[src/table_2d_bilinear_interpolator_unit_defines.svh]
// ---------------------------------------------------------------------------
// Assertion macros shared by the table interpolator modules.
// Each macro expands to one labelled concurrent assertion that is disabled
// while the synchronous, active-low reset is asserted.
// ---------------------------------------------------------------------------
`ifndef TABLE_2D_BILINEAR_INTERPOLATOR_UNIT_DEFINES_SVH
`define TABLE_2D_BILINEAR_INTERPOLATOR_UNIT_DEFINES_SVH

// A condition that must hold at every clock edge.
`define TBI_ASSERT_ALWAYS(label, clk, rst_n, prop, msg) \
    label: assert property (@(posedge clk) disable iff (!rst_n) (prop)) else $error(msg);

// A consequence that must hold in the same cycle as its antecedent.
`define TBI_ASSERT_IMPLY(label, clk, rst_n, ante, cons, msg) \
    label: assert property (@(posedge clk) disable iff (!rst_n) (ante) |-> (cons)) \
        else $error(msg);

// A consequence that must hold in the cycle after its antecedent.
`define TBI_ASSERT_NEXT(label, clk, rst_n, ante, cons, msg) \
    label: assert property (@(posedge clk) disable iff (!rst_n) (ante) |=> (cons)) \
        else $error(msg);

`endif

[src/tbi_pkg.sv]
// ---------------------------------------------------------------------------
// tbi_pkg
// Types and constants shared by the two-dimensional table interpolator.
// ---------------------------------------------------------------------------
package tbi_pkg;

    localparam int DATA_W           = 32;
    localparam int FRAC_W           = 16;
    localparam int IDX_W            = 4;
    localparam int CNT_W            = 5;
    localparam int CFG_IDX_W        = 2;
    localparam int CFG_DATA_W       = 32;
    localparam int MAX_X_POINTS_DEF = 16;
    localparam int MAX_Y_POINTS_DEF = 16;
    localparam int FIFO_DEPTH       = 2;

    // Divider and multiplier widths of one linear step.
    localparam int DEN_W  = DATA_W + 1;
    localparam int NUM_W  = DEN_W + FRAC_W;
    localparam int MAG_W  = DATA_W + FRAC_W;
    localparam int PROD_W = DATA_W + DEN_W;

    localparam logic [CFG_IDX_W-1:0] CFG_X_POINTS = 2'd0;
    localparam logic [CFG_IDX_W-1:0] CFG_Y_POINTS = 2'd1;

    typedef enum logic [1:0] {
        CMD_WR_X  = 2'd0,
        CMD_WR_Y  = 2'd1,
        CMD_WR_Z  = 2'd2,
        CMD_QUERY = 2'd3
    } t_cmd;

    typedef struct packed {
        t_cmd                      cmd;
        logic [IDX_W-1:0]          row_index;
        logic [IDX_W-1:0]          column_index;
        logic signed [DATA_W-1:0]  write_value;
        logic signed [DATA_W-1:0]  query_x;
        logic signed [DATA_W-1:0]  query_y;
    } t_in_item;

    typedef struct packed {
        logic signed [DATA_W-1:0]  interpolated_value;
        logic                      degenerate_error;
    } t_out_item;

    // One classified job between the front and the back end.
    typedef struct packed {
        t_cmd                      kind;
        logic [IDX_W-1:0]          row;
        logic [IDX_W-1:0]          col;
        logic signed [DATA_W-1:0]  arg_a;
        logic signed [DATA_W-1:0]  arg_b;
    } t_job;

    typedef struct packed {
        logic                      start;
        logic signed [NUM_W-1:0]   num;
        logic signed [DEN_W-1:0]   den;
    } t_div_req;

    typedef struct packed {
        logic                      done;
        logic signed [DATA_W-1:0]  quo;
    } t_div_rsp;

    typedef enum logic [4:0] {
        ST_IDLE,
        ST_SRCH_REQ,
        ST_SRCH_CMP,
        ST_RD_X1,
        ST_RD_X2,
        ST_RD_Y1,
        ST_RD_Y2,
        ST_RD_ZA,
        ST_RD_ZB,
        ST_RD_ZC,
        ST_RD_ZD,
        ST_CHECK,
        ST_DIV_GO,
        ST_DIV_WAIT,
        ST_MUL,
        ST_ADD,
        ST_OUT
    } t_state;

endpackage

[src/tbi_front.sv]
// ---------------------------------------------------------------------------
// tbi_front
// Accepts input beats, classifies them and drops writes aimed beyond the table.
// ---------------------------------------------------------------------------
module tbi_front #(
    parameter int MAX_X = tbi_pkg::MAX_X_POINTS_DEF,
    parameter int MAX_Y = tbi_pkg::MAX_Y_POINTS_DEF
) (
    input  logic              i_push,
    input  tbi_pkg::t_in_item i_item,
    input  logic              i_q_full,
    output logic              o_q_push,
    output tbi_pkg::t_job     o_job
);

    logic col_ok;
    logic row_ok;
    logic keep;

    always_comb begin
        col_ok = 32'(i_item.column_index) < MAX_X;
        row_ok = 32'(i_item.row_index) < MAX_Y;
        case (i_item.cmd)
            tbi_pkg::CMD_WR_X:  keep = col_ok;
            tbi_pkg::CMD_WR_Y:  keep = row_ok;
            tbi_pkg::CMD_WR_Z:  keep = col_ok && row_ok;
            default:            keep = 1'b1;
        endcase
    end

    always_comb begin
        o_job.kind = i_item.cmd;
        o_job.row  = i_item.row_index;
        o_job.col  = i_item.column_index;
        // A query carries its point, a write carries its value in the first slot.
        if (i_item.cmd == tbi_pkg::CMD_QUERY) begin
            o_job.arg_a = i_item.query_x;
        end else begin
            o_job.arg_a = i_item.write_value;
        end
        o_job.arg_b = i_item.query_y;
    end

    assign o_q_push = i_push && !i_q_full && keep;

endmodule

[config.mk]
export PLATFORM = sky130hd
export DESIGN_NAME = tbi_front
export DESIGN_NICKNAME = d
export VERILOG_FILES = /design/src/table_2d_bilinear_interpolator_unit_defines.svh /design/src/tbi_pkg.sv /design/src/tbi_front.sv
export SDC_FILE = /design/constraint.sdc
export NUM_CORES = 1
export LEC_CHECK = 0
export BUFFER_PORTS_ARGS = -buffer_cell sky130_fd_sc_hd__buf_2
export CORE_AREA = 2 2 72 74
export DETAILED_ROUTE_END_ITERATION = 16
export DIE_AREA = 0 0 74 76
export SKIP_LAST_GASP = 1
export SLEW_MARGIN = 0
export SYNTH_ARGS = -nofsm -noshare
export SYNTH_HDL_FRONTEND = slang
export SYNTH_SLANG_ARGS = --single-unit
[constraint.sdc]
create_clock -name vclk -period 0.8
set_input_delay 0.12 -clock vclk [all_inputs]
set_output_delay 0.12 -clock vclk [all_outputs]
set_load 0.01 [all_outputs]
==> results.cfg <==
[outcome]
status = complete, but fails checks
violations = setup timing

[cells_and_area]
fillers = 511
drive_above_1_share = 0.993
syn_to_final_growth_pct = 49.1
ff_latch_area_um2 = 0
stdcell_area_um2 = 1290
nClkBuffers = 0
fin_nets = 254
seq_cell_count = 0
n_antenna_cell = 0

[yosys]
synth_warnings = 0
synth-simple-area-share = 0.0202
synth_compound_area_frac = 0
synth_mux_area_frac = 0.546
synth_xor_area_frac = 0
syn-num-nets = 187
synth_top_family_by_area = multiplexers
synth.distinct_cells = 6
syn_inst = 79
syn_avg_cell_area_um2 = 11.0
synth.yosys.seq_area_share = 0
yosys.area_share.adder = 0
synth_area_um2 = 866

[route]
first_pass_iters = 2
top_layer = met4
vias = 740
met2_length_um = 1190
wl_met1_um = 708
routedWlPerCell_um = 10.8
drc = 0
drtAntennaViolNets = 0
drt-total-wl_um = 2320
dr.first_iter.drc_count = 7
vias_per_cell = 3.46
wl_met3_um = 271

[floorplan]
start_util = 0.176
fp-row-count = 26
dieArea_um2 = 5620
io_pins = 183
core_area_um2 = 4910
die_width_um = 74
dieHeight_um = 76

[grt]
grt_pass1_wl_um = 3060
grt_pass1_vias = 672
grt_usage = 0.0657
antenna_found_initial = 0
grt_overflow = 0
grt_max_degree = 11

[pwr]
netSwitchingPower_w = 0.000259
p_total_w = 0.000756
switching_share = 0.343
power_density_nw_per_um2 = 586
p_seq_frac = 0
combPwrFrac = 1.000
clkPwrFrac = 0
p_leak_nw = 0.771
p_int_w = 0.000497
vdd_drop_max_uv = 168

[sta]
final.setup.tns_ns = -7.25
slew_headroom = 0.929
slew_viol_final = 0
rsz0062_at_grt = yes
fin_crit_sh = 1.31
layout_setup_ws_ns = -0.251
hold_viol = 0
fmax_mhz = 952
worst_pin_slew_ns = 0.107
min_period_ns = 1.05
setup_viol = 32

[placement]
pre_cts_slack_ns = -0.297
hpwl_um = 1960
place.port_buffers = 103
place_congestion = 0.618
placed_area_um2 = 1160

[worst_setup_path]
startpoint_type = input pin
path_class = in2out
critical_path_required_ns = 0.68
arrival_ns = 0.93
crit_fanout = 10
critPathLaunch = i_item[104]
path_buf_inv = 3
slowest_delay_ns = 0.30
crit_family = buffers and inverters
worstPathCellList = buf_8 > nand2_8 > buf_12 > mux2_4 > buf_2
crit_path_end_kind = primary output
worst-path-stages = 5
cpMaxStageDelayCell = mux2_4

[min_path]
hold_depth = 0
min_from = i_item[17]
hold_class = in2out

[run]
maxCapViolations = 0
==> per-stage QoR <==
stage / hold slack, ns / util / cells
3_5_place_dp: 0.240 / 0.237 / 212
2_1_floorplan: 0.286 / - / 79
4_1_cts: 0.240 / 0.255 / 214
3_3_place_gp: 0.240 / 0.237 / 212
5_1_grt: 0.240 / 0.263 / 214
6_report: 0.240 / 0.263 / 214
==> synth_stat cells <==
master	count	area share
nor2b_1	1	0.0072
buf_4	42	0.36
nand2_4	1	0.013
mux2_2	2	0.026
mux2_4	30	0.52
buf_12	3	0.069
==> path summary, 6_finish.rpt <==
kind | to | slack, ns
setup / recovery | o_job[37] | -0.25
hold / removal | o_job[17] | 0.24
==> power by group through the flow <==
stage	combinational, W	sequential (W)	clock [W]
floorplan	0.000580	0	0
global placement	0.000659	0	0
detailed placement	0.000669	0	0
CTS	0.000733	0	0
global route	0.000809	0	0
finish	0.000756	0	0
==> logic make-up after synthesis <==
| logic type | count (synthesis) |
|---|---|
| buffers and inverters | 45 |
| multiplexers | 32 |
| AND/OR/NAND/NOR | 2 |
==> area by class of cell <==
class / instances / area [µm²] / area share
timing repair buffer: 110 / 704 / 0.546
tap: 70 / 87.6 / 0.0678
multi-input combinational: 34 / 499 / 0.387
==> cells in the final DEF, fill, tap and decap left out <==
| cell | n |
|---|---|
| nor2b_1 | 1 |
| buf_16 | 1 |
| mux2_4 | 30 |
| buf_8 | 1 |
| buf_12 | 2 |
| nand2_8 | 1 |
| buf_6 | 13 |
| buf_2 | 89 |
| mux2_2 | 2 |
| buf_4 | 4 |
==> what timing repair did <==
| action | CTS | global route |
|---|---|---|
| cloned | 1 | 0 |
| endpoints found under the setup margin | 32 | 32 |
| setup buffers | 1 | 0 |
| resized for setup | 12 | 6 |
| pin swaps | 0 | 0 |
| hold buffers | 0 | 0 |
==> per-layer routing <==
layer	vias to the layer above	global-route usage
li1	356	-
met1	301	0.0592
met2	59	0.129
met3	24	0.00661
met4	0	0.0455
met5	-	0
(Power assumes the default switching activity.)
