**config.mk**
```make
export PLATFORM = sky130hd
export DESIGN_NAME = tbi_fifo
export DESIGN_NICKNAME = d
export VERILOG_FILES = /design/src/tbi_pkg.sv /design/src/tbi_fifo.sv
export VERILOG_INCLUDE_DIRS = /design/src /design/src/src
export SDC_FILE = /design/constraint.sdc
export NUM_CORES = 1
export LEC_CHECK = 0
export BUFFER_PORTS_ARGS = -buffer_cell sky130_fd_sc_hd__clkbuf_2
export CAP_MARGIN = 20
export CORE_MARGIN = 1.5
export CORE_UTILIZATION = 47
export CTS_CLUSTER_SIZE = 24
export DETAILED_ROUTE_END_ITERATION = 10
export PLACE_DENSITY_LB_ADDON = 0.25
export SYNTH_ARGS = -nofsm -noshare
export SYNTH_HDL_FRONTEND = slang
export SYNTH_SLANG_ARGS = --single-unit
```
**constraint.sdc**
```tcl
create_clock -name i_clk -period 3.71 [get_ports i_clk]
set_clock_uncertainty 0.1 [all_clocks]
set_input_delay 0.1855 -clock i_clk [delete_from_list [all_inputs] [get_ports i_clk]]
set_output_delay 0.1855 -clock i_clk [all_outputs]
set_load 0.01 [all_outputs]
```
**src/table_2d_bilinear_interpolator_unit_defines.svh**
```systemverilog
// ---------------------------------------------------------------------------
// Assertion macros shared by the table interpolator modules.
// Each macro expands to one labelled concurrent assertion that is disabled
// while the synchronous, active-low reset is asserted.
// ---------------------------------------------------------------------------
`ifndef TABLE_2D_BILINEAR_INTERPOLATOR_UNIT_DEFINES_SVH
`define TABLE_2D_BILINEAR_INTERPOLATOR_UNIT_DEFINES_SVH

// A condition that must hold at every clock edge.
`define TBI_ASSERT_ALWAYS(label, clk, rst_n, prop, msg) \
    label: assert property (@(posedge clk) disable iff (!rst_n) (prop)) else $error(msg);

// A consequence that must hold in the same cycle as its antecedent.
`define TBI_ASSERT_IMPLY(label, clk, rst_n, ante, cons, msg) \
    label: assert property (@(posedge clk) disable iff (!rst_n) (ante) |-> (cons)) \
        else $error(msg);

// A consequence that must hold in the cycle after its antecedent.
`define TBI_ASSERT_NEXT(label, clk, rst_n, ante, cons, msg) \
    label: assert property (@(posedge clk) disable iff (!rst_n) (ante) |=> (cons)) \
        else $error(msg);

`endif

```
**src/tbi_pkg.sv**
```systemverilog
// ---------------------------------------------------------------------------
// tbi_pkg
// Types and constants shared by the two-dimensional table interpolator.
// ---------------------------------------------------------------------------
package tbi_pkg;

    localparam int DATA_W           = 32;
    localparam int FRAC_W           = 16;
    localparam int IDX_W            = 4;
    localparam int CNT_W            = 5;
    localparam int CFG_IDX_W        = 2;
    localparam int CFG_DATA_W       = 32;
    localparam int MAX_X_POINTS_DEF = 16;
    localparam int MAX_Y_POINTS_DEF = 16;
    localparam int FIFO_DEPTH       = 2;

    // Divider and multiplier widths of one linear step.
    localparam int DEN_W  = DATA_W + 1;
    localparam int NUM_W  = DEN_W + FRAC_W;
    localparam int MAG_W  = DATA_W + FRAC_W;
    localparam int PROD_W = DATA_W + DEN_W;

    localparam logic [CFG_IDX_W-1:0] CFG_X_POINTS = 2'd0;
    localparam logic [CFG_IDX_W-1:0] CFG_Y_POINTS = 2'd1;

    typedef enum logic [1:0] {
        CMD_WR_X  = 2'd0,
        CMD_WR_Y  = 2'd1,
        CMD_WR_Z  = 2'd2,
        CMD_QUERY = 2'd3
    } t_cmd;

    typedef struct packed {
        t_cmd                      cmd;
        logic [IDX_W-1:0]          row_index;
        logic [IDX_W-1:0]          column_index;
        logic signed [DATA_W-1:0]  write_value;
        logic signed [DATA_W-1:0]  query_x;
        logic signed [DATA_W-1:0]  query_y;
    } t_in_item;

    typedef struct packed {
        logic signed [DATA_W-1:0]  interpolated_value;
        logic                      degenerate_error;
    } t_out_item;

    // One classified job between the front and the back end.
    typedef struct packed {
        t_cmd                      kind;
        logic [IDX_W-1:0]          row;
        logic [IDX_W-1:0]          col;
        logic signed [DATA_W-1:0]  arg_a;
        logic signed [DATA_W-1:0]  arg_b;
    } t_job;

    typedef struct packed {
        logic                      start;
        logic signed [NUM_W-1:0]   num;
        logic signed [DEN_W-1:0]   den;
    } t_div_req;

    typedef struct packed {
        logic                      done;
        logic signed [DATA_W-1:0]  quo;
    } t_div_rsp;

    typedef enum logic [4:0] {
        ST_IDLE,
        ST_SRCH_REQ,
        ST_SRCH_CMP,
        ST_RD_X1,
        ST_RD_X2,
        ST_RD_Y1,
        ST_RD_Y2,
        ST_RD_ZA,
        ST_RD_ZB,
        ST_RD_ZC,
        ST_RD_ZD,
        ST_CHECK,
        ST_DIV_GO,
        ST_DIV_WAIT,
        ST_MUL,
        ST_ADD,
        ST_OUT
    } t_state;

endpackage

```
**src/tbi_fifo.sv**
```systemverilog
// ---------------------------------------------------------------------------
// tbi_fifo
// Short job queue between the front and the back end.
// ---------------------------------------------------------------------------
`include "table_2d_bilinear_interpolator_unit_defines.svh"

module tbi_fifo #(
    parameter int DEPTH = tbi_pkg::FIFO_DEPTH
) (
    input  logic          i_clk,
    input  logic          i_rst_n,
    input  logic          i_push,
    input  tbi_pkg::t_job i_job,
    input  logic          i_pop,
    output logic          o_full,
    output logic          o_valid,
    output tbi_pkg::t_job o_job
);

    localparam int PW = (DEPTH > 1) ? $clog2(DEPTH) : 1;
    localparam int CW = $clog2(DEPTH + 1);

    tbi_pkg::t_job   r_mem [DEPTH];
    logic [PW-1:0]   r_wr;
    logic [PW-1:0]   r_rd;
    logic [CW-1:0]   r_count;
    logic [PW-1:0]   n_wr;
    logic [PW-1:0]   n_rd;
    logic [CW-1:0]   n_count;
    logic            do_push;
    logic            do_pop;

    assign o_full  = r_count == CW'(DEPTH);
    assign o_valid = r_count != '0;
    assign o_job   = r_mem[r_rd];
    assign do_push = i_push && !o_full;
    assign do_pop  = i_pop && o_valid;

    always_comb begin
        n_wr    = r_wr;
        n_rd    = r_rd;
        n_count = r_count;
        if (do_push) begin
            n_wr = (32'(r_wr) == DEPTH - 1) ? '0 : r_wr + PW'(1);
        end
        if (do_pop) begin
            n_rd = (32'(r_rd) == DEPTH - 1) ? '0 : r_rd + PW'(1);
        end
        if (do_push && !do_pop) begin
            n_count = r_count + CW'(1);
        end else if (do_pop && !do_push) begin
            n_count = r_count - CW'(1);
        end
    end

    always_ff @(posedge i_clk) begin
        if (!i_rst_n) begin
            r_wr    <= '0;
            r_rd    <= '0;
            r_count <= '0;
        end else begin
            r_wr    <= n_wr;
            r_rd    <= n_rd;
            r_count <= n_count;
        end
    end

    always_ff @(posedge i_clk) begin
        if (do_push) begin
            r_mem[r_wr] <= i_job;
        end
    end

    `TBI_ASSERT_ALWAYS(a_fifo_bound, i_clk, i_rst_n, r_count <= CW'(DEPTH), "job queue overfilled")
    `TBI_ASSERT_NEXT(a_fifo_grow, i_clk, i_rst_n, do_push && !do_pop, r_count == $past(r_count) + CW'(1), "job queue lost a push")

endmodule

```
==> impl_results.rst <==
.. list-table::
   :header-rows: 1

   * - Metric
     - Value
   * - Result of the run
     - finished, violations left
   * - Failing checks
     - design-rule violations
   * - Startpoint Class
     - flop
   * - Series of cell instances along the critical path
     - mux2_2, clkbuf_2
   * - Startpoint-to-endpoint class of the critical path
     - flop to primary output
   * - Int Pwr
     - 3.588 mW
   * - Reg-to-reg setup timing slack
     - 1690 ps
   * - Summed instance area of the synthesized netlist
     - around 5600 um2
   * - Final slew viol count
     - 0
   * - Synth Instances
     - 255
   * - Clock buffers created by TritonCTS
     - 17
   * - Kind of cell with the highest combined delay on the critical path
     - flip-flops
   * - Count of state elements after synthesis
     - 153
   * - Final TNS setup
     - 0 ps
   * - Placer congestion estimate
     - ~0.69
   * - Deepest level of the CTS H-tree
     - 4
   * - Switching power as a share of total power
     - 0.2658
   * - Part of the power in the clock network
     - 0.307
   * - Number of distinct library cell variants in the gate-level netlist after synthesis
     - 24
   * - Overall power of the completed layout
     - 4.887 mW
   * - Number of stages on the worst hold path
     - 3
   * - Total overflow reported by the global router
     - 0
   * - Placeable core region
     - 11520 um2
   * - Y dimension of the die
     - 112.1 um
   * - Clock tree root driver cell
     - sky130_fd_sc_hd__clkbuf_16
   * - Clock Latency Late Sink
     - 410 ps
   * - Length in cells of the worst reg-to-reg path
     - 2
   * - Post-CTS Setup Bufs
     - 0
   * - Count of standard-cell rows
     - 39
   * - End point of the most critical hold path
     - r_wr
   * - Wire length of the first global-routing pass
     - 16170 um
   * - Cell leakage power
     - 2.984 nW
   * - Arrival time of data at the critical path endpoint
     - 2020 ps
   * - Cell type with the highest aggregate area in the netlist
     - sky130_fd_sc_hd__edfxtp_1
   * - Synth top area share
     - 0.7945
   * - Average detailed-routed wire length per instance
     - roughly 16 um
   * - Final layout net count
     - 575
   * - ANT cells
     - 0
   * - Top-level I/O count
     - around 150
   * - Proportion of synthesized chip area in sequential cells
     - 0.8123
   * - Max rail drop VDD
     - 0.4234 mV
   * - Maximum clock frequency
     - 0.4345 GHz
   * - Worst-case setup margin in the final layout
     - 1408 ps
   * - Total global routing track utilization
     - 0.1708
   * - Drt via density
     - 4.839
   * - Footprint of the flip-flops and latches
     - 4548 um2
   * - Minimum setup slack after placement
     - ~1700 ps
   * - Number of max-cap violations
     - 0
   * - Origin of the worst min-delay path
     - i_push
   * - Total half-perimeter wirelength after legalization and detailed placement
     - 5625 um
   * - Hold violation total from the final report
     - 0
   * - Net Count, Synth
     - 334
   * - Fraction of layout instances using a drive strength above 1
     - 0.3898
   * - Via count of the first global-routing pass
     - 3355
   * - Final Setup Violations
     - 0
   * - Initial Util
     - 0.4858
   * - Post-Synthesis Mean Instance Area
     - around 22 um2
   * - Count of fill cells added during filler insertion
     - 805
   * - Post-route clock period utilization
     - 0.6204
   * - Number of warnings issued by yosys
     - 0
   * - Worst Max-Slew Pin Slew
     - 1019 ps
   * - Starting DRC count in detailed routing
     - 213
   * - Maximum number of pins on one net before global-route repair
     - 75
   * - Endpoint kind of the worst setup timing path
     - primary output
   * - Fraction of power consumed by sequential logic
     - 0.480
   * - Logic pwr share
     - 0.213
   * - CP peak stage delay
     - roughly 1000 ps
   * - Data required time at the worst endpoint
     - roughly 3400 ps
   * - Die outline area
     - ~13000 um2
   * - Aggregate routed wire length
     - 10260 um
   * - Clock sinks
     - 153
   * - Max-slew headroom
     - 0.3207
   * - Multi-input gate area
     - 973.4 um2
   * - Worst reg2reg startpoint
     - r_count[0]
   * - Number of antenna violations at the first check in global routing
     - 0
   * - I/O Buffers
     - around 150
   * - CP max-delay cell
     - sky130_fd_sc_hd__dfxtp_4
   * - TritonCTS clock tree
     - done
   * - Min Tclk post-route
     - 2302 ps
   * - Count of buffer and inverter cells on the critical path
     - 1
   * - TritonRoute pass-1 iters
     - 8
   * - Clock slew seen by the registers of the worst setup and hold paths
     - 60 ps
   * - Net switching power figure
     - approximately 1.3 mW
   * - Buffers from clock root to sink, at most
     - 2
   * - Largest cells by area after synthesis
     - sky130_fd_sc_hd__edfxtp_1 79%, sky130_fd_sc_hd__mux2_1 12%, sky130_fd_sc_hd__mux2_2 2.8%
   * - Path type of the worst min-delay path
     - primary input to flop
   * - Power per cell area
     - 630.1 nW/um2
   * - # resized after CTS
     - 0
   * - Crit path max fanout
     - 74
   * - Number of antenna-violating nets in the routed design
     - 0
   * - Reg-to-reg critical path endpoint
     - r_mem[1][8]
   * - Setup repair after global routing missed its margin
     - false
   * - DRC violations left
     - 11
   * - Total number of vias
     - 3150
   * - Die width
     - roughly 110 um
   * - Area Growth Syn to Fin
     - 38.65%
==> metal layers <==
layer / vias to the layer above / track usage / routed length, um
met5: - / 0 / 0
met4: 0 / 0.07848 / 215
met3: 20 / 0.05346 / 629
met2: 119 / 0.2912 / 5206
met1: 1520 / 0.1991 / 4204
li1: 1491 / - / -
==> Yosys cell counts <==
cell type	number
sky130_fd_sc_hd__a21boi_1	1
sky130_fd_sc_hd__o21ai_0	1
sky130_fd_sc_hd__xor2_1	1
sky130_fd_sc_hd__o21a_1	1
sky130_fd_sc_hd__buf_6	6
sky130_fd_sc_hd__edfxtp_1	148
sky130_fd_sc_hd__mux2_2	14
sky130_fd_sc_hd__nand2b_1	1
sky130_fd_sc_hd__o21ai_1	1
sky130_fd_sc_hd__or3_1	1
sky130_fd_sc_hd__buf_4	1
sky130_fd_sc_hd__or2_2	1
sky130_fd_sc_hd__and3_1	1
sky130_fd_sc_hd__inv_2	1
sky130_fd_sc_hd__dfxtp_1	5
sky130_fd_sc_hd__ha_1	1
sky130_fd_sc_hd__nor3_2	1
sky130_fd_sc_hd__nor2_1	1
sky130_fd_sc_hd__and2_1	3
sky130_fd_sc_hd__xnor2_1	2
sky130_fd_sc_hd__buf_2	1
sky130_fd_sc_hd__inv_1	1
sky130_fd_sc_hd__a21boi_0	1
sky130_fd_sc_hd__mux2_1	60
==> area by class of cell <==
class	instances	area share
multi-input combinational	92	0.1255
tap	143	0.02307
clock buffer	18	0.05533
timing repair buffer	230	0.1975
sequential	153	0.5864
inverter	2	0.0009679
clock inverter	13	0.01129
==> cell families (layout without fill, tap and decap cells) <==
family	count (synthesis)	count (layout)	synth area share
flip-flops	153	153	0.8123
multiplexers	74	74	0.1490
buffers and inverters	10	263	0.01565
AND/OR/NAND/NOR	9	9	0.01029
AO/OA/AOI/OAI	5	5	0.005815
XOR/XNOR	3	3	0.004698
adder cells (fa/ha/maj)	1	1	0.002236
==> worst max-delay path by stage <==
stage                     startpoint           end  cells past startpoint
final                           flop     o_job[63]                      2
after detailed placement  r_count[0]   r_mem[1][8]                      2
after floorplan           r_count[0]   r_mem[0][0]                      3
after global placement    r_count[0]  r_mem[1][11]                      2
after CTS                       flop     o_job[63]                      2
after global routing            flop     o_job[63]                      2
==> worst min-delay path, stage by stage <==
cell                       delay (ps)
sky130_fd_sc_hd__clkbuf_2         110
sky130_fd_sc_hd__a21boi_0          80
sky130_fd_sc_hd__o21a_1           160
==> power groups by stage <==
| stage | logic, mW | registers (mW) | clock network (mW) |
|---|---|---|---|
| after global routing | 1.13 | 2.38 | 1.60 |
| after CTS | 1.05 | 2.35 | 1.54 |
| after floorplan | 0.722 | 2.26 | 0 |
| after global placement | 0.975 | 2.37 | 0 |
| final | 1.04 | 2.35 | 1.50 |
| after detailed placement | 0.982 | 2.39 | 0 |
==> placed cells by master (no fill, tap or decap), types with 2 or more instances in the layout <==
cell type / n
sky130_fd_sc_hd__clkbuf_2: 153
sky130_fd_sc_hd__dlygate4sd3_1: 75
sky130_fd_sc_hd__clkinv_2: 4
sky130_fd_sc_hd__mux2_1: 60
sky130_fd_sc_hd__dfxtp_1: 4
sky130_fd_sc_hd__xnor2_1: 2
sky130_fd_sc_hd__mux2_2: 14
sky130_fd_sc_hd__clkbuf_16: 17
sky130_fd_sc_hd__buf_4: 2
sky130_fd_sc_hd__clkinvlp_4: 2
sky130_fd_sc_hd__and2_1: 3
sky130_fd_sc_hd__edfxtp_1: 148
sky130_fd_sc_hd__clkinv_1: 6
==> metrics by stage <==
stage	cell area [um2]	utilization	hold WS [ps]	cells
6_report	7756	0.6735	59.40	651
5_1_grt	7756	0.6735	60.31	651
4_1_cts	7756	0.6735	36.50	651
3_5_place_dp	6489	0.5635	278.1	545
3_3_place_gp	6489	0.5635	275.4	545
2_1_floorplan	5600	-	184.4	255
==> state kept, by name (all words and copies together) (netlist names), named ones only <==
register	cells
r_rd	1
r_count	2
r_mem	148
r_wr	1
==> what timing repair did <==
item | CTS | global route
endpoints found under the setup margin | 0 | 0
endpoints found under the hold margin | 153 | 0
hold buffers | 75 | 0
Power figures use the tool's default switching activity.
